<file path="src/sv/s2a_pkg.sv">
package s2a_pkg;

  localparam int FIFO_DEPTH_DEF = 256;
  localparam int CMD_Q_DEPTH    = 2;
  localparam int OUT_Q_DEPTH    = 4;
  localparam int FILL_W         = 9;
  localparam int CHAR_W         = 7;

  localparam logic       FUNC_BYTE   = 1'b0;
  localparam logic       FUNC_READ   = 1'b1;
  localparam logic [7:0] PREFIX_BYTE = 8'hE0;
  localparam logic [7:0] LEFT_SHIFT  = 8'h2A;
  localparam logic [7:0] RIGHT_SHIFT = 8'h36;

  typedef struct packed {
    logic       func;
    logic [7:0] scancode;
  } in_beat_t;

  typedef struct packed {
    logic              char_valid;
    logic [CHAR_W-1:0] char_code;
    logic              overflow;
    logic [FILL_W-1:0] fill_level;
    logic              shift_held;
  } out_beat_t;

  typedef enum logic [1:0] {
    CMD_NOP,
    CMD_PUSH,
    CMD_READ
  } cmd_kind_t;

  typedef struct packed {
    cmd_kind_t         kind;
    logic [CHAR_W-1:0] ch;
    logic              shift;
  } cmd_t;

  // US layout, scancode set 1 make codes; 0 = no character
  function automatic logic [CHAR_W-1:0] key_map(input logic shift, input logic [6:0] code);
    logic [CHAR_W-1:0] c;
    case (code)
      7'd2:    c = shift ? 7'h21 : 7'h31;
      7'd3:    c = shift ? 7'h40 : 7'h32;
      7'd4:    c = shift ? 7'h23 : 7'h33;
      7'd5:    c = shift ? 7'h24 : 7'h34;
      7'd6:    c = shift ? 7'h25 : 7'h35;
      7'd7:    c = shift ? 7'h5E : 7'h36;
      7'd8:    c = shift ? 7'h26 : 7'h37;
      7'd9:    c = shift ? 7'h2A : 7'h38;
      7'd10:   c = shift ? 7'h28 : 7'h39;
      7'd11:   c = shift ? 7'h29 : 7'h30;
      7'd12:   c = shift ? 7'h5F : 7'h2D;
      7'd13:   c = shift ? 7'h2B : 7'h3D;
      7'd14:   c = 7'h08;
      7'd15:   c = 7'h09;
      7'd16:   c = shift ? 7'h51 : 7'h71;
      7'd17:   c = shift ? 7'h57 : 7'h77;
      7'd18:   c = shift ? 7'h45 : 7'h65;
      7'd19:   c = shift ? 7'h52 : 7'h72;
      7'd20:   c = shift ? 7'h54 : 7'h74;
      7'd21:   c = shift ? 7'h59 : 7'h79;
      7'd22:   c = shift ? 7'h55 : 7'h75;
      7'd23:   c = shift ? 7'h49 : 7'h69;
      7'd24:   c = shift ? 7'h4F : 7'h6F;
      7'd25:   c = shift ? 7'h50 : 7'h70;
      7'd26:   c = shift ? 7'h7B : 7'h5B;
      7'd27:   c = shift ? 7'h7D : 7'h5D;
      7'd28:   c = 7'h0A;
      7'd30:   c = shift ? 7'h41 : 7'h61;
      7'd31:   c = shift ? 7'h53 : 7'h73;
      7'd32:   c = shift ? 7'h44 : 7'h64;
      7'd33:   c = shift ? 7'h46 : 7'h66;
      7'd34:   c = shift ? 7'h47 : 7'h67;
      7'd35:   c = shift ? 7'h48 : 7'h68;
      7'd36:   c = shift ? 7'h4A : 7'h6A;
      7'd37:   c = shift ? 7'h4B : 7'h6B;
      7'd38:   c = shift ? 7'h4C : 7'h6C;
      7'd39:   c = shift ? 7'h3A : 7'h3B;
      7'd40:   c = shift ? 7'h22 : 7'h27;
      7'd41:   c = shift ? 7'h7E : 7'h60;
      7'd43:   c = shift ? 7'h7C : 7'h5C;
      7'd44:   c = shift ? 7'h5A : 7'h7A;
      7'd45:   c = shift ? 7'h58 : 7'h78;
      7'd46:   c = shift ? 7'h43 : 7'h63;
      7'd47:   c = shift ? 7'h56 : 7'h76;
      7'd48:   c = shift ? 7'h42 : 7'h62;
      7'd49:   c = shift ? 7'h4E : 7'h6E;
      7'd50:   c = shift ? 7'h4D : 7'h6D;
      7'd51:   c = shift ? 7'h3C : 7'h2C;
      7'd52:   c = shift ? 7'h3E : 7'h2E;
      7'd53:   c = shift ? 7'h3F : 7'h2F;
      7'd55:   c = 7'h2A;
      7'd57:   c = 7'h20;
      default: c = '0;
    endcase
    return c;
  endfunction

endpackage

</file>
<file path="src/sv/s2a_queue.sv">
module s2a_queue #(
  parameter int DEPTH = 2,
  parameter int W     = 8
) (
  input  logic                       clk,
  input  logic                       rst_n,
  input  logic                       wr_en,
  input  logic [W-1:0]               wr_data,
  output logic                       full,
  input  logic                       rd_en,
  output logic [W-1:0]               rd_data,
  output logic                       empty,
  output logic [$clog2(DEPTH+1)-1:0] level
);

  localparam int PTR_W = $clog2(DEPTH);
  localparam int LVL_W = $clog2(DEPTH + 1);
  localparam logic [PTR_W-1:0] LAST = PTR_W'(DEPTH - 1);

  logic [W-1:0]     slot_r [DEPTH];
  logic [PTR_W-1:0] head_r, head_nxt;
  logic [PTR_W-1:0] tail_r, tail_nxt;
  logic [LVL_W-1:0] cnt_r, cnt_nxt;
  logic             do_wr, do_rd;

  assign full    = (cnt_r == LVL_W'(DEPTH));
  assign empty   = (cnt_r == '0);
  assign level   = cnt_r;
  assign rd_data = slot_r[head_r];
  assign do_wr   = wr_en && !full;
  assign do_rd   = rd_en && !empty;

  always_comb begin
    head_nxt = head_r;
    tail_nxt = tail_r;
    cnt_nxt  = cnt_r;
    if (do_wr) begin
      tail_nxt = (tail_r == LAST) ? '0 : tail_r + 1'b1;
    end
    if (do_rd) begin
      head_nxt = (head_r == LAST) ? '0 : head_r + 1'b1;
    end
    case ({do_wr, do_rd})
      2'b10:   cnt_nxt = cnt_r + 1'b1;
      2'b01:   cnt_nxt = cnt_r - 1'b1;
      default: cnt_nxt = cnt_r;
    endcase
  end

  always_ff @(posedge clk) begin
    if (!rst_n) begin
      head_r <= '0;
      tail_r <= '0;
      cnt_r  <= '0;
    end else begin
      head_r <= head_nxt;
      tail_r <= tail_nxt;
      cnt_r  <= cnt_nxt;
    end
  end

  always_ff @(posedge clk) begin
    if (do_wr) begin
      slot_r[tail_r] <= wr_data;
    end
  end

endmodule

</file>
<file path="src/sv/s2a_front.sv">
module s2a_front (
  input  logic               clk,
  input  logic               rst_n,
  input  logic               accept,
  input  s2a_pkg::in_beat_t  beat,
  output s2a_pkg::cmd_t      cmd
);

  logic       shift_r, shift_nxt;
  logic       prefix_r, prefix_nxt;
  logic [6:0] make_code;

  assign make_code = beat.scancode[6:0];

  always_comb begin
    shift_nxt  = shift_r;
    prefix_nxt = prefix_r;
    cmd.kind   = s2a_pkg::CMD_NOP;
    cmd.ch     = '0;
    if (beat.func == s2a_pkg::FUNC_READ) begin
      cmd.kind = s2a_pkg::CMD_READ;
    end else if (beat.scancode == s2a_pkg::PREFIX_BYTE) begin
      prefix_nxt = 1'b1;
    end else if (prefix_r) begin
      prefix_nxt = 1'b0;           // extended key: dropped
    end else if (beat.scancode[7]) begin
      if ({1'b0, make_code} inside {s2a_pkg::LEFT_SHIFT, s2a_pkg::RIGHT_SHIFT}) begin
        shift_nxt = 1'b0;
      end
    end else if (beat.scancode inside {s2a_pkg::LEFT_SHIFT, s2a_pkg::RIGHT_SHIFT}) begin
      shift_nxt = 1'b1;
    end else begin
      cmd.ch = s2a_pkg::key_map(shift_r, make_code);
      if (cmd.ch != '0) begin
        cmd.kind = s2a_pkg::CMD_PUSH;
      end
    end
    cmd.shift = shift_nxt;
  end

  always_ff @(posedge clk) begin
    if (!rst_n) begin
      shift_r  <= 1'b0;
      prefix_r <= 1'b0;
    end else if (accept) begin
      shift_r  <= shift_nxt;
      prefix_r <= prefix_nxt;
    end
  end

endmodule

</file>
<file path="src/sv/s2a_back.sv">
module s2a_back #(
  parameter int FIFO_DEPTH = s2a_pkg::FIFO_DEPTH_DEF
) (
  input  logic                                      clk,
  input  logic                                      rst_n,
  input  logic                                      cmd_valid,
  input  s2a_pkg::cmd_t                             cmd,
  output logic                                      cmd_pop,
  input  logic [$clog2(s2a_pkg::OUT_Q_DEPTH+1)-1:0] oq_level,
  output logic                                      res_valid,
  output s2a_pkg::out_beat_t                        res
);

  localparam int PTR_W = $clog2(FIFO_DEPTH);
  localparam int CNT_W = $clog2(FIFO_DEPTH + 1);
  localparam int LVL_W = $clog2(s2a_pkg::OUT_Q_DEPTH + 1);
  localparam logic [PTR_W-1:0] LAST = PTR_W'(FIFO_DEPTH - 1);

  logic [s2a_pkg::CHAR_W-1:0] mem [FIFO_DEPTH];
  logic [s2a_pkg::CHAR_W-1:0] mem_q_r;

  logic [PTR_W-1:0] wp_r, wp_nxt;
  logic [PTR_W-1:0] rp_r, rp_nxt;
  logic [CNT_W-1:0] cnt_r, cnt_nxt;
  logic             s1_valid_r;
  logic             s1_rd_r;
  logic             s1_ovf_r;
  logic             s1_shift_r;
  logic [s2a_pkg::FILL_W-1:0] s1_fill_r;

  logic [LVL_W:0] used;
  logic           is_full, is_empty, do_push, do_rd, ovf;

  // credit: the stage-1 beat and the queued results must fit the output queue
  assign used     = {1'b0, oq_level} + (LVL_W + 1)'(s1_valid_r);
  assign cmd_pop  = cmd_valid && (used < (LVL_W + 1)'(s2a_pkg::OUT_Q_DEPTH));
  assign is_full  = (cnt_r == CNT_W'(FIFO_DEPTH));
  assign is_empty = (cnt_r == '0);
  assign do_push  = cmd_pop && (cmd.kind == s2a_pkg::CMD_PUSH) && !is_full;
  assign ovf      = cmd_pop && (cmd.kind == s2a_pkg::CMD_PUSH) && is_full;
  assign do_rd    = cmd_pop && (cmd.kind == s2a_pkg::CMD_READ) && !is_empty;

  always_comb begin
    wp_nxt  = wp_r;
    rp_nxt  = rp_r;
    cnt_nxt = cnt_r;
    if (do_push) begin
      wp_nxt  = (wp_r == LAST) ? '0 : wp_r + 1'b1;
      cnt_nxt = cnt_r + 1'b1;
    end
    if (do_rd) begin
      rp_nxt  = (rp_r == LAST) ? '0 : rp_r + 1'b1;
      cnt_nxt = cnt_r - 1'b1;
    end
  end

  always_ff @(posedge clk) begin
    if (!rst_n) begin
      wp_r       <= '0;
      rp_r       <= '0;
      cnt_r      <= '0;
      s1_valid_r <= 1'b0;
    end else begin
      wp_r       <= wp_nxt;
      rp_r       <= rp_nxt;
      cnt_r      <= cnt_nxt;
      s1_valid_r <= cmd_pop;
    end
  end

  always_ff @(posedge clk) begin
    if (cmd_pop) begin
      s1_rd_r    <= do_rd;
      s1_ovf_r   <= ovf;
      s1_shift_r <= cmd.shift;
      s1_fill_r  <= s2a_pkg::FILL_W'(cnt_nxt);
    end
  end

  always_ff @(posedge clk) begin
    if (do_push) begin
      mem[wp_r] <= cmd.ch;
    end
    if (do_rd) begin
      mem_q_r <= mem[rp_r];
    end
  end

  assign res_valid      = s1_valid_r;
  assign res.char_valid = s1_rd_r;
  assign res.char_code  = s1_rd_r ? mem_q_r : '0;
  assign res.overflow   = s1_ovf_r;
  assign res.fill_level = s1_fill_r;
  assign res.shift_held = s1_shift_r;

endmodule

</file>
<file path="src/sv/scancode_to_ascii_with_fifo_unit.sv">
// channel  | ports                       | beat accepted when
// ---------+-----------------------------+--------------------
// input    | push, full, in_data         | push && !full
// result   | empty, pop, out_data        | pop && !empty
//
// One beat per cycle sustained while pop keeps up; one result beat per input beat.
// A result reaches out_data through the command queue, then the registered
// character store read and stage-1 registers, then the result queue.
// Character store: FIFO_DEPTH x 7 bits, one write and one registered read port.
// Reset (rst_n low, synchronous) empties both queues and clears shift/prefix.
// Stalls on pop back up through the result queue credit into full.
module scancode_to_ascii_with_fifo_unit #(
  parameter int FIFO_DEPTH = s2a_pkg::FIFO_DEPTH_DEF
) (
  input  logic               clk,
  input  logic               rst_n,
  input  logic               push,
  output logic               full,
  input  s2a_pkg::in_beat_t  in_data,
  output logic               empty,
  input  logic               pop,
  output s2a_pkg::out_beat_t out_data
);

  localparam int CMD_W = $bits(s2a_pkg::cmd_t);
  localparam int OUT_W = $bits(s2a_pkg::out_beat_t);
  localparam int LVL_W = $clog2(s2a_pkg::OUT_Q_DEPTH + 1);

  s2a_pkg::cmd_t      cmd_in, cmd_out;
  s2a_pkg::out_beat_t res;
  logic               accept;
  logic               cq_empty, cq_pop;
  logic [$clog2(s2a_pkg::CMD_Q_DEPTH+1)-1:0] cq_level;
  logic               oq_full;
  logic [LVL_W-1:0]   oq_level;
  logic               res_valid;
  logic [CMD_W-1:0]   cq_rd;
  logic [OUT_W-1:0]   oq_rd;

  assign accept = push && !full;

  // front: tracks shift/prefix, turns each beat into a command
  s2a_front u_front (
    .clk    (clk),
    .rst_n  (rst_n),
    .accept (accept),
    .beat   (in_data),
    .cmd    (cmd_in)
  );

  // decouples the front from store/result backpressure
  s2a_queue #(
    .DEPTH (s2a_pkg::CMD_Q_DEPTH),
    .W     (CMD_W)
  ) u_cmd_q (
    .clk     (clk),
    .rst_n   (rst_n),
    .wr_en   (accept),
    .wr_data (cmd_in),
    .full    (full),
    .rd_en   (cq_pop),
    .rd_data (cq_rd),
    .empty   (cq_empty),
    .level   (cq_level)
  );

  assign cmd_out = s2a_pkg::cmd_t'(cq_rd);

  // back: character store, pointers, fill count, overflow
  s2a_back #(
    .FIFO_DEPTH (FIFO_DEPTH)
  ) u_back (
    .clk       (clk),
    .rst_n     (rst_n),
    .cmd_valid (!cq_empty),
    .cmd       (cmd_out),
    .cmd_pop   (cq_pop),
    .oq_level  (oq_level),
    .res_valid (res_valid),
    .res       (res)
  );

  // result queue; the back stage never pushes into it when full (credit)
  s2a_queue #(
    .DEPTH (s2a_pkg::OUT_Q_DEPTH),
    .W     (OUT_W)
  ) u_out_q (
    .clk     (clk),
    .rst_n   (rst_n),
    .wr_en   (res_valid && !oq_full),
    .wr_data (res),
    .full    (oq_full),
    .rd_en   (pop),
    .rd_data (oq_rd),
    .empty   (empty),
    .level   (oq_level)
  );

  assign out_data = s2a_pkg::out_beat_t'(oq_rd);

endmodule

</file>
<file path="config.mk">
export PLATFORM = sky130hd
export DESIGN_NAME = scancode_to_ascii_with_fifo_unit
export DESIGN_NICKNAME = d
export VERILOG_FILES = /design/src/sv/s2a_pkg.sv /design/src/sv/s2a_queue.sv /design/src/sv/s2a_front.sv /design/src/sv/s2a_back.sv /design/src/sv/scancode_to_ascii_with_fifo_unit.sv
export SDC_FILE = /design/constraint.sdc
export NUM_CORES = 2
export LEC_CHECK = 0
export BUFFER_PORTS_ARGS = -buffer_cell sky130_fd_sc_hd__buf_4
export CORE_ASPECT_RATIO = 0.6
export CORE_UTILIZATION = 58
export DETAILED_ROUTE_END_ITERATION = 10
export GPL_TIMING_DRIVEN = 1
export PLACE_DENSITY_LB_ADDON = 0.15
export SETUP_SLACK_MARGIN = 0.5
export SLEW_MARGIN = 10
export SYNTH_ARGS = -nofsm -noshare
export SYNTH_HDL_FRONTEND = slang
export SYNTH_SLANG_ARGS = --single-unit
</file>
<file path="constraint.sdc">
create_clock -name clk -period 4.99 [get_ports clk]
set_input_delay 0.998 -clock clk [delete_from_list [all_inputs] [get_ports clk]]
set_output_delay 0.998 -clock clk [all_outputs]
set_load 0.005 [all_outputs]
</file>
==> results.json <==
{
  "worst_setup_path_end_kind": "flop",
  "crit_path_max_incr_delay_ns": 0.59,
  "fp-row-count": 103,
  "rsz0062_at_grt": "no",
  "critPathLaunchType": "flop",
  "grt_max_degree": 162,
  "root_buffer": "clkbuf_16",
  "start_util_pct": 58.5,
  "critPathKind": "reg2reg",
  "vias": 40700,
  "outcome": "finished, final reports clean",
  "fin_crit_sh_pct": 81.0,
  "slew_violations": 0,
  "drtAntennaViolNets": 0,
  "fmax_mhz": 247,
  "gp_congestion": 0.959,
  "yosysTopAreaCell": "edfxtp_1",
  "numCtsBuffers": 167,
  "hold_class": "in2reg",
  "max-slew-margin-rel_pct": 12.8,
  "crit_slowest_cell": "nor2_1",
  "final.min_clock_period_ns": 4.04,
  "die-height_um": 284,
  "async_flop_share_pct": 0,
  "synthTopCellsByCount": "edfxtp_1, mux4_2, nor2_1",
  "cts_setup_buffers": 0,
  "synth_area_um2": 77100,
  "skew_ns": 0.0290,
  "final_cell_area_um2": 85400,
  "drt-initial-drc-count": 6318,
  "wl_per_cell_um": 33.3,
  "synth_edf_count": 1907,
  "synth_most_common_cell": "edfxtp_1",
  "ys_types": 76,
  "place_area_um2": 79600,
  "max_cap_viol_count": 0,
  "dp_hpwl_mm": 124,
  "syn_area_per_cell_um2": 19.5,
  "ys_warn_count": 0,
  "insertion_delay_ns": 0.81,
  "synth_ff_type": "edfxtp_1",
  "syn-num-nets": 3975,
  "syn_inst": 3947,
  "peakVddDrop_mv": 0.385,
  "cp_max_fo": 25,
  "synth_area_leaders": "edfxtp_1, mux4_2, mux2i_1",
  "htree_levels": 4,
  "p_leak_nw": 25.8,
  "overflow": 0,
  "cp_cell_sequence": "or3b_1, a211oi_1, buf_4, a21boi_4, buf_4, nand3_2, buf_4, nor2_1",
  "crit_family": "simple AND/OR/NAND/NOR gates",
  "drive_gt1_share_pct": 21.2,
  "hold_violations": 0,
  "cts_buffer_depth": 3,
  "clock_sinks": 1949,
  "core_um2": 132000,
  "cts.clk_slew.worst_paths_ns": 0.07,
  "post_cts_resized": 0,
  "yosysTopAreaCellShare_pct": 74.3,
  "num-fill-cells": 8876,
  "grt_usage_pct": 29.9,
  "drcViolationCount": 0,
  "die_w_um": 473,
  "grt_antenna_before_repair": 4,
  "crit_top_cell": "buf_4",
  "worst_ep_arrival_time_ns": 4.46,
  "required_ns": 5.41,
  "io_pins": 34,
  "synth-seq-cells": 1949,
  "dr.pass1.iters": 6,
  "setup_viol": 0,
  "grt_first_pass_wirelength_mm": 285,
  "dieArea_um2": 134000,
  "hold_buffers": 0,
  "cts_tree": "yes",
  "grt_pass1_vias": 38600,
  "tightest_slew_ns": 1.30,
  "yosysSeqAreaShare_pct": 75.4,
  "io_buffers": 33,
  "tns_ns": 0,
  "syn2layout_area_growth_pct": 10.8,
  "nets": 4050,
  "routed_wirelength_mm": 198,
  "viasPerCell": 6.85,
  "power.density_nw_per_um2": 439,
  "cp_num_buf_inv": 3
}
==> worst paths after layout <==
check | startpoint | end | slack [ns] | cells past startpoint
max reg2reg | flop | u_back.mem[71][3]$_DFFE_PP_ | 0.95 | 8
min | in_data[8] | u_cmd_q.slot_r[1][9]$_DFFE_PP_ | 0.43 | 1
min reg2reg | u_front.prefix_r$_SDFFE_PN0P_ | u_front.prefix_r$_SDFFE_PN0P_ | 0.51 | 2
max | flop | u_back.mem[71][3]$_DFFE_PP_ | 0.95 | 8
==> state kept, by name (all words and copies together), names as in the netlist, named ones only <==
name	cells
u_cmd_q.head_r	1
u_out_q.slot_r	76
u_back.s1_shift_r	1
u_back.s1_fill_r	9
u_back.wp_r	8
u_back.cnt_r	9
u_out_q.level	3
u_out_q.head_r	2
u_cmd_q.tail_r	1
u_front.shift_r	1
u_back.mem	1792
u_back.s1_rd_r	1
u_back.rp_r	8
u_cmd_q.level	2
u_front.prefix_r	1
u_back.s1_ovf_r	1
u_back.mem_q_r	7
u_back.res_valid	1
u_cmd_q.slot_r	20
u_out_q.tail_r	2
==> routing by layer <==
metal / global-route usage [%] / vias to the layer above / part of all wire (%)
li1: - / 16400 / -
met4: 7.41 / 6 / 2.2
met1: 48.9 / 21300 / 43
met2: 38.8 / 2775 / 41
met5: 1.35 / - / 0.14
met3: 9.36 / 298 / 13
==> metrics by stage <==
stage,std cells,hold WS [ns],util [%],setup WS (ns),total power [W]
2_1_floorplan,3947,0.459,-,2.07,0.0225
3_3_place_gp,5637,0.482,60.5,0.959,0.0241
3_5_place_dp,5637,0.501,60.5,0.977,0.0242
4_1_cts,5950,0.386,64.8,0.947,0.0376
5_1_grt,5952,0.418,64.8,0.758,0.0385
6_report,5952,0.428,64.8,0.948,0.0375
==> where the power goes <==
part	total, W	switching, W	internal [W]
Combinational	0.00399	0.00277	0.00122
Clock	0.0137	0.00601	0.00772
Sequential	0.0198	0.000221	0.0196
Total	0.0375	0.00900	0.0285
==> cells by family after synthesis <==
kind of cell	after synthesis	share of synthesized area [%]
AO/OA/AOI/OAI	466	4.20
multiplexers	572	14.3
AND/OR/NAND/NOR	650	3.78
XOR/XNOR	20	0.227
adder cells (fa/ha/maj)	15	0.253
buffers and inverters	275	1.91
flip-flops	1949	75.4
==> cell type report <==
| type | instances | area, µm² | area share (%) |
|---|---|---|---|
| sequential | 1949 | 58100 | 68.1 |
| inverter | 26 | 97.6 | 0.114 |
| antenna | 1 | 2.50 | 0.00293 |
| clock inverter | 106 | 1320 | 1.54 |
| tap | 1785 | 2230 | 2.62 |
| multi-input combinational | 1723 | 17700 | 20.8 |
| clock buffer | 207 | 4420 | 5.18 |
| timing repair buffer | 155 | 1460 | 1.71 |
==> placed cells by master (no fill, tap or decap), types with 10 or more instances in the layout <==
cell type and instances:
a22o_1 11, ha_1 14, bufinv_16 26, o221ai_1 27, nor2b_1 19, clkinv_2 34, nand2_1 123, a22oi_1 79
o31ai_1 10, o22ai_1 19, clkbuf_1 34, buf_4 130, clkbuf_16 170, mux2i_1 141, xnor2_1 16, clkinv_1 28
edfxtp_1 1907, and2_1 34, nor3_1 17, a221oi_1 38, nand3_1 29, nand3_2 16, a211oi_1 15, nand4_1 14
mux4_2 420, dfxtp_1 35, a21oi_1 110, buf_12 24, and3_1 15, inv_1 21, nor2_1 327, o21ai_0 56
a31oi_1 12
(Power assumes the default switching activity.)
